**config.mk**
```make
export PLATFORM = sky130hd
export DESIGN_NAME = preamble_sum_frame_parser_flat
export DESIGN_NICKNAME = d
export VERILOG_FILES = /design/src/hw/rtl/psfp_pkg.sv /design/src/hw/rtl/psfp_rx_if.sv /design/src/hw/rtl/psfp_frame_if.sv /design/src/hw/rtl/psfp_ctrl.sv /design/src/hw/rtl/psfp_dp.sv /design/src/hw/rtl/preamble_sum_frame_parser.sv /design/src/flat_wrapper.sv
export SDC_FILE = /design/constraint.sdc
export NUM_CORES = 1
export LEC_CHECK = 0
export ABC_CLOCK_PERIOD_IN_PS = 6700
export BUFFER_PORTS_ARGS = -buffer_cell sky130_fd_sc_hd__buf_2
export CORE_MARGIN = 2
export CORE_UTILIZATION = 35
export CTS_CLUSTER_SIZE = 30
export DETAILED_ROUTE_END_ITERATION = 6
export RECOVER_POWER = 25
export SYNTH_ARGS = -nofsm -noshare
export SYNTH_HDL_FRONTEND = slang
export SYNTH_SLANG_ARGS = --single-unit
```
**constraint.sdc**
```tcl
create_clock -name clk_i -period 6.7 [get_ports clk_i]
set_clock_uncertainty 0.15 [all_clocks]
set_input_delay 0.335 -clock clk_i [delete_from_list [all_inputs] [get_ports clk_i]]
set_output_delay 0.335 -clock clk_i [all_outputs]
set_load 0.03 [all_outputs]
```
**src/hw/rtl/psfp_pkg.sv**
```systemverilog
package psfp_pkg;

  localparam int unsigned ByteW    = 8;
  localparam int unsigned CfgLenW  = 7;
  localparam int unsigned CfgIdxW  = 2;
  localparam int unsigned CfgDataW = 8;
  localparam int unsigned HeadBytes = 3;
  localparam int unsigned MinFrame  = 5;

  localparam logic [ByteW-1:0]   PreFirstRst  = 8'd170;
  localparam logic [ByteW-1:0]   PreSecondRst = 8'd85;
  localparam logic [ByteW-1:0]   IndexRst     = 8'd1;
  localparam logic [CfgLenW-1:0] LengthRst    = 7'd16;

  typedef enum logic [CfgIdxW-1:0] {
    CFG_PRE_FIRST  = 2'd0,
    CFG_PRE_SECOND = 2'd1,
    CFG_FRAME_IDX  = 2'd2,
    CFG_FRAME_LEN  = 2'd3
  } cfg_reg_e;

  typedef struct packed {
    logic start_frame;
    logic store_data;
    logic store_sum;
    logic emit_start;
    logic emit_rd;
    logic emit_load;
  } dp_cmd_t;

  typedef struct packed {
    logic pre_first_hit;
    logic pre_second_hit;
    logic index_hit;
    logic count_done;
    logic sum_hit;
    logic emit_last;
    logic out_free;
  } dp_sts_t;

endpackage

```
**src/hw/rtl/psfp_rx_if.sv**
```systemverilog
interface psfp_rx_if;
  logic       valid;
  logic       ready;
  logic [7:0] rx_byte;

  modport source (output valid, output rx_byte, input ready);
  modport sink (input valid, input rx_byte, output ready);
endinterface

```
**src/hw/rtl/psfp_frame_if.sv**
```systemverilog
interface psfp_frame_if;
  logic       valid;
  logic       ready;
  logic [7:0] frame_byte;
  logic       frame_last;

  modport source (output valid, output frame_byte, output frame_last, input ready);
  modport sink (input valid, input frame_byte, input frame_last, output ready);
endinterface

```
**src/hw/rtl/psfp_ctrl.sv**
```systemverilog
module psfp_ctrl (
  input  logic              clk_i,
  input  logic              rst_ni,
  input  logic              in_valid_i,
  output logic              in_ready_o,
  input  psfp_pkg::dp_sts_t sts_i,
  output psfp_pkg::dp_cmd_t cmd_o
);
  import psfp_pkg::*;

  typedef enum logic [2:0] {
    S_HUNT1,
    S_HUNT2,
    S_INDEX,
    S_DATA,
    S_SUM,
    S_EMIT_RD,
    S_EMIT_LD
  } state_e;

  state_e state_q, state_d;
  logic   in_fire;

  assign in_ready_o = (state_q != S_EMIT_RD) && (state_q != S_EMIT_LD);
  assign in_fire    = in_valid_i && in_ready_o;

  always_comb begin
    state_d = state_q;
    cmd_o   = '0;
    unique case (state_q)
      S_HUNT1: begin
        if (in_fire) state_d = sts_i.pre_first_hit ? S_HUNT2 : S_HUNT1;
      end
      S_HUNT2: begin
        // a failed second sync byte is not retried as a first one
        if (in_fire) state_d = sts_i.pre_second_hit ? S_INDEX : S_HUNT1;
      end
      S_INDEX: begin
        if (in_fire) begin
          cmd_o.start_frame = sts_i.index_hit;
          state_d = sts_i.index_hit ? S_DATA : S_HUNT1;
        end
      end
      S_DATA: begin
        if (in_fire) begin
          cmd_o.store_data = 1'b1;
          state_d = sts_i.count_done ? S_SUM : S_DATA;
        end
      end
      S_SUM: begin
        if (in_fire) begin
          cmd_o.store_sum  = 1'b1;
          cmd_o.emit_start = sts_i.sum_hit;
          state_d = sts_i.sum_hit ? S_EMIT_RD : S_HUNT1;
        end
      end
      S_EMIT_RD: begin
        cmd_o.emit_rd = 1'b1;
        state_d = S_EMIT_LD;
      end
      S_EMIT_LD: begin
        // hold until the output register has room
        if (sts_i.out_free) begin
          cmd_o.emit_load = 1'b1;
          state_d = sts_i.emit_last ? S_HUNT1 : S_EMIT_RD;
        end
      end
      default: state_d = S_HUNT1;
    endcase
  end

  always_ff @(posedge clk_i or negedge rst_ni) begin
    if (!rst_ni) begin
      state_q <= S_HUNT1;
    end else begin
      state_q <= state_d;
    end
  end

endmodule

```
**src/hw/rtl/psfp_dp.sv**
```systemverilog
module psfp_dp #(
  parameter int unsigned MAX_FRAME = 64
) (
  input  logic                          clk_i,
  input  logic                          rst_ni,
  input  logic                          cfg_we_i,
  input  logic [psfp_pkg::CfgIdxW-1:0]  cfg_idx_i,
  input  logic [psfp_pkg::CfgDataW-1:0] cfg_wdata_i,
  input  logic [psfp_pkg::ByteW-1:0]    rx_byte_i,
  input  psfp_pkg::dp_cmd_t             cmd_i,
  output psfp_pkg::dp_sts_t             sts_o,
  output logic                          out_valid_o,
  input  logic                          out_ready_i,
  output logic [psfp_pkg::ByteW-1:0]    out_byte_o,
  output logic                          out_last_o
);
  import psfp_pkg::*;

  localparam int unsigned MemDepth = MAX_FRAME - HeadBytes;
  localparam int unsigned AddrW    = (MemDepth > 1) ? $clog2(MemDepth) : 1;
  localparam int unsigned LenW     = $clog2(MAX_FRAME + 1);
  localparam int unsigned CmpW     = (LenW > CfgLenW) ? LenW : CfgLenW;

  logic [ByteW-1:0]   pre_first_q, pre_second_q, frame_idx_q;
  logic [CfgLenW-1:0] frame_len_q;

  logic [ByteW-1:0] lat_pre1_q, lat_pre2_q, lat_index_q;
  logic [LenW-1:0]  lat_len_q, len_clamped;
  logic [CmpW-1:0]  len_ext;

  logic [LenW-1:0]  byte_count_q, emit_idx_q;
  logic [ByteW-1:0] running_sum_q;

  logic [ByteW-1:0] mem_q [MemDepth];
  logic [ByteW-1:0] rdata_q;
  logic [AddrW-1:0] wr_addr, rd_addr;

  logic             out_valid_q;
  logic [ByteW-1:0] out_byte_q, head_byte;
  logic             out_last_q;
  logic [LenW:0]    count_next2;

  // configuration registers
  always_ff @(posedge clk_i or negedge rst_ni) begin
    if (!rst_ni) begin
      pre_first_q  <= PreFirstRst;
      pre_second_q <= PreSecondRst;
      frame_idx_q  <= IndexRst;
      frame_len_q  <= LengthRst;
    end else if (cfg_we_i) begin
      unique case (cfg_reg_e'(cfg_idx_i))
        CFG_PRE_FIRST:  pre_first_q  <= cfg_wdata_i[ByteW-1:0];
        CFG_PRE_SECOND: pre_second_q <= cfg_wdata_i[ByteW-1:0];
        CFG_FRAME_IDX:  frame_idx_q  <= cfg_wdata_i[ByteW-1:0];
        CFG_FRAME_LEN:  frame_len_q  <= cfg_wdata_i[CfgLenW-1:0];
        default: ;
      endcase
    end
  end

  assign len_ext = CmpW'(frame_len_q);

  always_comb begin
    priority if (len_ext < CmpW'(MinFrame)) begin
      len_clamped = LenW'(MinFrame);
    end else if (len_ext > CmpW'(MAX_FRAME)) begin
      len_clamped = LenW'(MAX_FRAME);
    end else begin
      len_clamped = LenW'(len_ext);
    end
  end

  always_ff @(posedge clk_i) begin
    if (cmd_i.start_frame) begin
      lat_len_q   <= len_clamped;
      lat_pre1_q  <= pre_first_q;
      lat_pre2_q  <= pre_second_q;
      lat_index_q <= rx_byte_i;
    end
  end

  always_ff @(posedge clk_i or negedge rst_ni) begin
    if (!rst_ni) begin
      byte_count_q  <= '0;
      running_sum_q <= '0;
      emit_idx_q    <= '0;
    end else begin
      if (cmd_i.start_frame) begin
        byte_count_q  <= LenW'(HeadBytes);
        running_sum_q <= rx_byte_i;
      end else if (cmd_i.store_data) begin
        byte_count_q  <= byte_count_q + LenW'(1);
        running_sum_q <= running_sum_q + rx_byte_i;
      end
      if (cmd_i.emit_start) begin
        emit_idx_q <= '0;
      end else if (cmd_i.emit_load) begin
        emit_idx_q <= emit_idx_q + LenW'(1);
      end
    end
  end

  // payload and checksum share one store, slot = byte count minus header
  assign wr_addr = AddrW'(byte_count_q - LenW'(HeadBytes));
  assign rd_addr = (emit_idx_q >= LenW'(HeadBytes)) ?
                   AddrW'(emit_idx_q - LenW'(HeadBytes)) : '0;

  always_ff @(posedge clk_i) begin
    if (cmd_i.store_data || cmd_i.store_sum) begin
      mem_q[wr_addr] <= rx_byte_i;
    end
    if (cmd_i.emit_rd) begin
      rdata_q <= mem_q[rd_addr];
    end
  end

  always_comb begin
    priority if (emit_idx_q == LenW'(0)) begin
      head_byte = lat_pre1_q;
    end else if (emit_idx_q == LenW'(1)) begin
      head_byte = lat_pre2_q;
    end else if (emit_idx_q == LenW'(2)) begin
      head_byte = lat_index_q;
    end else begin
      head_byte = rdata_q;
    end
  end

  always_ff @(posedge clk_i or negedge rst_ni) begin
    if (!rst_ni) begin
      out_valid_q <= 1'b0;
    end else if (cmd_i.emit_load) begin
      out_valid_q <= 1'b1;
    end else if (out_ready_i) begin
      out_valid_q <= 1'b0;
    end
  end

  always_ff @(posedge clk_i) begin
    if (cmd_i.emit_load) begin
      out_byte_q <= head_byte;
      out_last_q <= sts_o.emit_last;
    end
  end

  assign count_next2 = {1'b0, byte_count_q} + (LenW+1)'(2);

  assign sts_o.pre_first_hit  = (rx_byte_i == pre_first_q);
  assign sts_o.pre_second_hit = (rx_byte_i == pre_second_q);
  assign sts_o.index_hit      = (rx_byte_i == frame_idx_q);
  assign sts_o.count_done     = (count_next2 >= {1'b0, lat_len_q});
  assign sts_o.sum_hit        = (rx_byte_i == running_sum_q);
  assign sts_o.emit_last      = (emit_idx_q == lat_len_q - LenW'(1));
  assign sts_o.out_free       = !out_valid_q || out_ready_i;

  assign out_valid_o = out_valid_q;
  assign out_byte_o  = out_byte_q;
  assign out_last_o  = out_last_q;

endmodule

```
**src/hw/rtl/preamble_sum_frame_parser.sv**
```systemverilog
// Serial frame parser. While hunting and collecting a frame it takes one rx
// beat per clock. Once the checksum beat of a good frame arrives, rx is held
// off while the frame is replayed (header from latched registers, payload
// and checksum from the payload memory). Each output beat is a memory read,
// then an output register load, plus any output stall; no rx beat is taken
// until the last beat is loaded. That beat sits in the output register
// while the parser already hunts again. Frames with a wrong index or bad
// checksum vanish without output. No clearing pass after reset is needed.
module preamble_sum_frame_parser #(
  parameter int unsigned MAX_FRAME = 64
) (
  input  logic                          clk_i,
  input  logic                          rst_ni,
  input  logic                          cfg_we_i,
  input  logic [psfp_pkg::CfgIdxW-1:0]  cfg_idx_i,
  input  logic [psfp_pkg::CfgDataW-1:0] cfg_wdata_i,
  psfp_rx_if.sink                       rx_i,
  psfp_frame_if.source                  frame_o
);
  import psfp_pkg::*;

  dp_cmd_t cmd;
  dp_sts_t sts;

  psfp_ctrl u_ctrl (
    .clk_i      (clk_i),
    .rst_ni     (rst_ni),
    .in_valid_i (rx_i.valid),
    .in_ready_o (rx_i.ready),
    .sts_i      (sts),
    .cmd_o      (cmd)
  );

  psfp_dp #(
    .MAX_FRAME (MAX_FRAME)
  ) u_dp (
    .clk_i       (clk_i),
    .rst_ni      (rst_ni),
    .cfg_we_i    (cfg_we_i),
    .cfg_idx_i   (cfg_idx_i),
    .cfg_wdata_i (cfg_wdata_i),
    .rx_byte_i   (rx_i.rx_byte),
    .cmd_i       (cmd),
    .sts_o       (sts),
    .out_valid_o (frame_o.valid),
    .out_ready_i (frame_o.ready),
    .out_byte_o  (frame_o.frame_byte),
    .out_last_o  (frame_o.frame_last)
  );

  // never overwrite a beat that is still waiting
  assert property (@(posedge clk_i) disable iff (!rst_ni)
    cmd.emit_load |-> (!frame_o.valid || frame_o.ready))
    else $error("output beat overwritten");

  // memory writes only happen on an accepted rx beat
  assert property (@(posedge clk_i) disable iff (!rst_ni)
    (cmd.store_data || cmd.store_sum) |-> (rx_i.valid && rx_i.ready))
    else $error("store without rx beat");

  // after the final beat is loaded, rx opens again at once
  assert property (@(posedge clk_i) disable iff (!rst_ni)
    (cmd.emit_load && sts.emit_last) |=> (rx_i.ready && frame_o.valid && frame_o.frame_last))
    else $error("rx not reopened after frame replay");

  // replay runs with rx closed
  assert property (@(posedge clk_i) disable iff (!rst_ni)
    cmd.emit_rd |-> !rx_i.ready)
    else $error("rx open during replay");

endmodule
```
**src/flat_wrapper.sv**
```systemverilog
// flat-port wrapper written by rule: the top's interface ports become plain ports
module preamble_sum_frame_parser_flat import psfp_pkg::*;
#(
  parameter int unsigned MAX_FRAME = 64
)
  (clk_i, rst_ni, cfg_we_i, cfg_idx_i, cfg_wdata_i, rx_i_valid, rx_i_rx_byte, rx_i_ready, frame_o_valid, frame_o_frame_byte, frame_o_frame_last, frame_o_ready);
  psfp_rx_if rx_i_i ();
  psfp_frame_if frame_o_i ();
  input  logic clk_i;
  input  logic rst_ni;
  input  logic cfg_we_i;
  input  logic [psfp_pkg::CfgIdxW-1:0] cfg_idx_i;
  input  logic [psfp_pkg::CfgDataW-1:0] cfg_wdata_i;
  input wire logic [$bits(rx_i_i.valid)-1:0] rx_i_valid;
  input wire logic [$bits(rx_i_i.rx_byte)-1:0] rx_i_rx_byte;
  output wire logic [$bits(rx_i_i.ready)-1:0] rx_i_ready;
  output wire logic [$bits(frame_o_i.valid)-1:0] frame_o_valid;
  output wire logic [$bits(frame_o_i.frame_byte)-1:0] frame_o_frame_byte;
  output wire logic [$bits(frame_o_i.frame_last)-1:0] frame_o_frame_last;
  input wire logic [$bits(frame_o_i.ready)-1:0] frame_o_ready;
  assign rx_i_i.valid = rx_i_valid;
  assign rx_i_i.rx_byte = rx_i_rx_byte;
  assign rx_i_ready = rx_i_i.ready;
  assign frame_o_valid = frame_o_i.valid;
  assign frame_o_frame_byte = frame_o_i.frame_byte;
  assign frame_o_frame_last = frame_o_i.frame_last;
  assign frame_o_i.ready = frame_o_ready;
  preamble_sum_frame_parser #(.MAX_FRAME(MAX_FRAME)) u_core (.clk_i(clk_i), .rst_ni(rst_ni), .cfg_we_i(cfg_we_i), .cfg_idx_i(cfg_idx_i), .cfg_wdata_i(cfg_wdata_i), .rx_i(rx_i_i), .frame_o(frame_o_i));
endmodule
```
==> implementation parameters <==
Parameter                              Value

Global route
  GRT Residual Overflow ... 0
  Initial antenna violation count ... 0
  First-pass GRT wire length ... 106000 um
  Largest net degree at the start of global routing ... 76
  Via count of the first global-routing pass ... 16000
  GRT Total Usage ... 19.0%

Power and ir drop
  Part of the total power dissipated in combinational logic ... 2.4%
  Sequential share of power ... 53.8%
  Worst ir drop on vdd ... 0.000229 V
  Clock share of power ... 43.8%
  Cell leakage power ... 9.53 nW
  Switching Fraction ... 20.9%
  Total design power ... 7.66 mW
  Power per unit of standard cell area ... 266 nW/um2
  Internal power ... 6.05 mW
  Net switching power figure ... 1.60 mW

Logic synthesis
  Net count of the mapped netlist ... 1961
  Synth cell types ... 78
  Sequential cell area fraction in the yosys report ... 68.4%
  FF+latch count, synth ... 593
  Netlist area before placement ... 25600 um2
  Count of warnings emitted by yosys ... 0
  Cells after Synth ... 1915
  Share of flip-flops with an asynchronous set or reset ... 9.61%
  Number of enable flip-flop cells after synthesis ... 536
  Mean cell area of the mapped netlist ... 13.4 um2
  Flip-flop cell with the highest count after synthesis ... sky130_fd_sc_hd__edfxtp_1

Clock network
  CTS tree ... built
  Worst-Skew Late Latency ... 0.63 ns
  Count of H-tree levels built during CTS ... 2
  Clock-pin slew reported for the worst setup and hold paths after clock tree synthesis ... 0.06 ns
  Number of CTS-inserted buffers ... 60
  Clock root buffer ... sky130_fd_sc_hd__clkbuf_16
  Resized cells post-CTS ... 0
  Longest Clk Path Bufs ... 3
  Clock sink count ... 593
  Buffers inserted by post-CTS timing repair ... 0

Floorplanning
  Die ar. ... 75400 um2
  Die height ... 275 um
  Io pins ... 34
  X dimension of the die ... 275 um
  Num rows ... 99
  Area inside the core boundary ... 72700 um2
  Initial Utilization ... 35.2%

Run status
  Status ... finished, violations left
  Violated checks ... design-rule violations, max-capacitance violations, max-slew violations

Worst setup path
  Critical Setup Path Class ... in -> reg
  Worst EP required ... 7.09 ns
  Element type at the critical path end ... flop
  Cell Chain, Critical Path ... clkbuf_1 > clkbuf_1 > ha_1 > nor4_1 > nand2_1 > nor4_1 > a211oi_1 > a21o_1 > a21o_1 > a311oi_1
  Worst-path maximum fanout ... 66
  Worst path arrival time ... 5.58 ns
  Delay contributed by the slowest stage of the critical path ... 2.67 ns
  Startpoint kind of the worst setup timing path ... primary input
  Slowest-stage cell, CP ... sky130_fd_sc_hd__clkbuf_1

Finish
  Final cell count without fillers ... 2949
  Antenna diode count ... 0
  Final design instance area without fill ... 28800 um2
  Count of filler cells inserted in the layout ... 6723
  Register with the most flip-flops ... u_core.u_dp.mem_q
  Share of cells above drive strength 1 ... 10.5%
  Most common cell after layout, fill and taps aside ... sky130_fd_sc_hd__edfxtp_1
  Max reg flops ... 488
  Final layout net count ... 1988
  Area growth, synth to finish ... 12.2%
  Commonest non-fill, non-tap cells in the layout ... 536 x sky130_fd_sc_hd__edfxtp_1, 273 x sky130_fd_sc_hd__nand2_1, 148 x sky130_fd_sc_hd__nor2_1, 82 x sky130_fd_sc_hd__nand3_1, 76 x sky130_fd_sc_hd__a21oi_1

Placed design
  GP Congestion ... 0.910
  DP HPWL ... 45600 um
  Worst slack, placed ... 1.95 ns
  Cell Count Post-Placement ... 2827
  Number of input and output port buffers inserted ... 33
  Standard cell area after detailed placement ... 26700 um2

Hold path
  Type of the tightest min-delay check ... in -> reg

Drt
  Final routed wire length divided by cell count ... 24.5 um
  DR iter-0 viols ... 1966
  Detailed-route wire length ... 72200 um
  DRC errors left ... 1
  Final ANT Viol Nets ... 0
  Number of search-and-repair iterations in the first detailed-routing pass ... 7
  Via/cell ratio ... 5.65
  Vias ... 16700

Timing
  Period minus WS final ... 5.19 ns
  Final sum of negative setup slack ... 0 ns
  Slew at the pin closest to its max-slew limit ... 3.78 ns
  RSZ-0062 raised after global routing ... no
  Normalized max-slew margin ... -152%
  Final setup violating endpoints ... 0
  Number of slew-limit violations in the final report ... 308
  Count of final hold-check violations ... 0
  Crit share post-route ... 77.5%
  Setup slack of the critical path after layout ... 1.51 ns
  Fmax ... 193 MHz

Job
  Max-cap violation count ... 6
-- area by class of cell --
class	count	area [um2]	area share [%]
tap	959	1200	4.17
clock inverter	31	320	1.11
clock buffer	79	1630	5.66
inverter	28	105	0.365
sequential	593	17500	61.0
timing repair buffer	74	480	1.67
multi-input combinational	1185	7490	26.0
-- path summary, 6_finish.rpt --
path	startpoint	end	slack, ns	cells past startpoint
setup / recovery	rx_i_rx_byte[6]	u_core.u_ctrl.state_q[2]	1.51	10
hold / removal	cfg_idx_i[1]	u_core.u_dp.pre_first_q[5]	0.12	3
setup reg to reg	u_core.u_dp.emit_idx_q[0]	u_core.u_dp.rdata_q[4]	1.84	9
hold reg to reg	u_core.u_dp.pre_first_q[0]	u_core.u_dp.lat_pre1_q[0]	0.34	0
max in group asynchronous	rst_ni	u_core.u_dp.emit_idx_q[0]	2.88	3
min in group asynchronous	rst_ni	u_core.u_dp.frame_idx_q[1]	1.25	3
-- Yosys cell counts (all sizes together) (19+ instances only) --
library cell | count | area share, %
nand2 | 274 | 4.0
xnor2 | 25 | 0.88
mux2 | 33 | 1.5
a21oi | 80 | 1.6
xor2 | 31 | 1.1
nand3 | 82 | 1.6
o22ai | 25 | 0.61
dfrtp | 47 | 4.6
inv | 27 | 0.40
nor2 | 148 | 2.2
edfxtp | 536 | 63
mux2i | 67 | 2.6
clkbuf | 48 | 0.70
a211oi | 31 | 0.96
o21ai | 27 | 0.63
buf | 61 | 1.4
nand4 | 21 | 0.51
a32oi | 19 | 0.65
nor3 | 28 | 0.55
a31oi | 38 | 0.93
ha | 22 | 1.1
-- layer usage --
layer,GRT usage (%),share of wire [%]
met5,0,0
met4,7.29,3.7
met3,2.92,7.8
met2,30.1,47
met1,26.2,42
-- power by group through the flow --
stage | combinational (mW) | clock, mW | sequential, mW
detailed placement | 0.183 | 0 | 4.19
global route | 0.202 | 3.53 | 4.12
global placement | 0.178 | 0 | 4.19
floorplan | 0.0790 | 0 | 4.18
finish | 0.185 | 3.35 | 4.12
CTS | 0.190 | 3.38 | 4.12
-- logic make-up after synthesis --
kind of cell,count (synthesis),share of synthesized area (%)
xor+xnor,56,1.94
simple gates,654,11.6
flops,593,68.4
buf+inv,137,2.49
mux,110,4.95
fa+ha+maj,23,1.15
compound gates,342,9.41
-- worst max-delay path, delay by kind of cell --
kind	cells	cell delay (ns)
buffers and inverters	2	2.90
AOI/OAI and AO/OA	4	0.77
adders and majority gates	1	0.63
and+or+nand+nor	3	0.88
-- what timing repair did --
action                                  in CTS  in global routing
hold endpoints to repair                    82                  0
hold buffers                                12                  0
endpoints found under the setup margin       0                  0
-- metrics by stage --
step           hold slack, ns  util (%)
3_5_place_dp            0.332      36.8
6_report                0.120      39.6
5_1_grt                 0.133      39.6
2_1_floorplan          -0.111         -
3_3_place_gp            0.321      36.8
4_1_cts                0.0405      39.6
No activity file was read; power rests on OpenSTA's default activity.
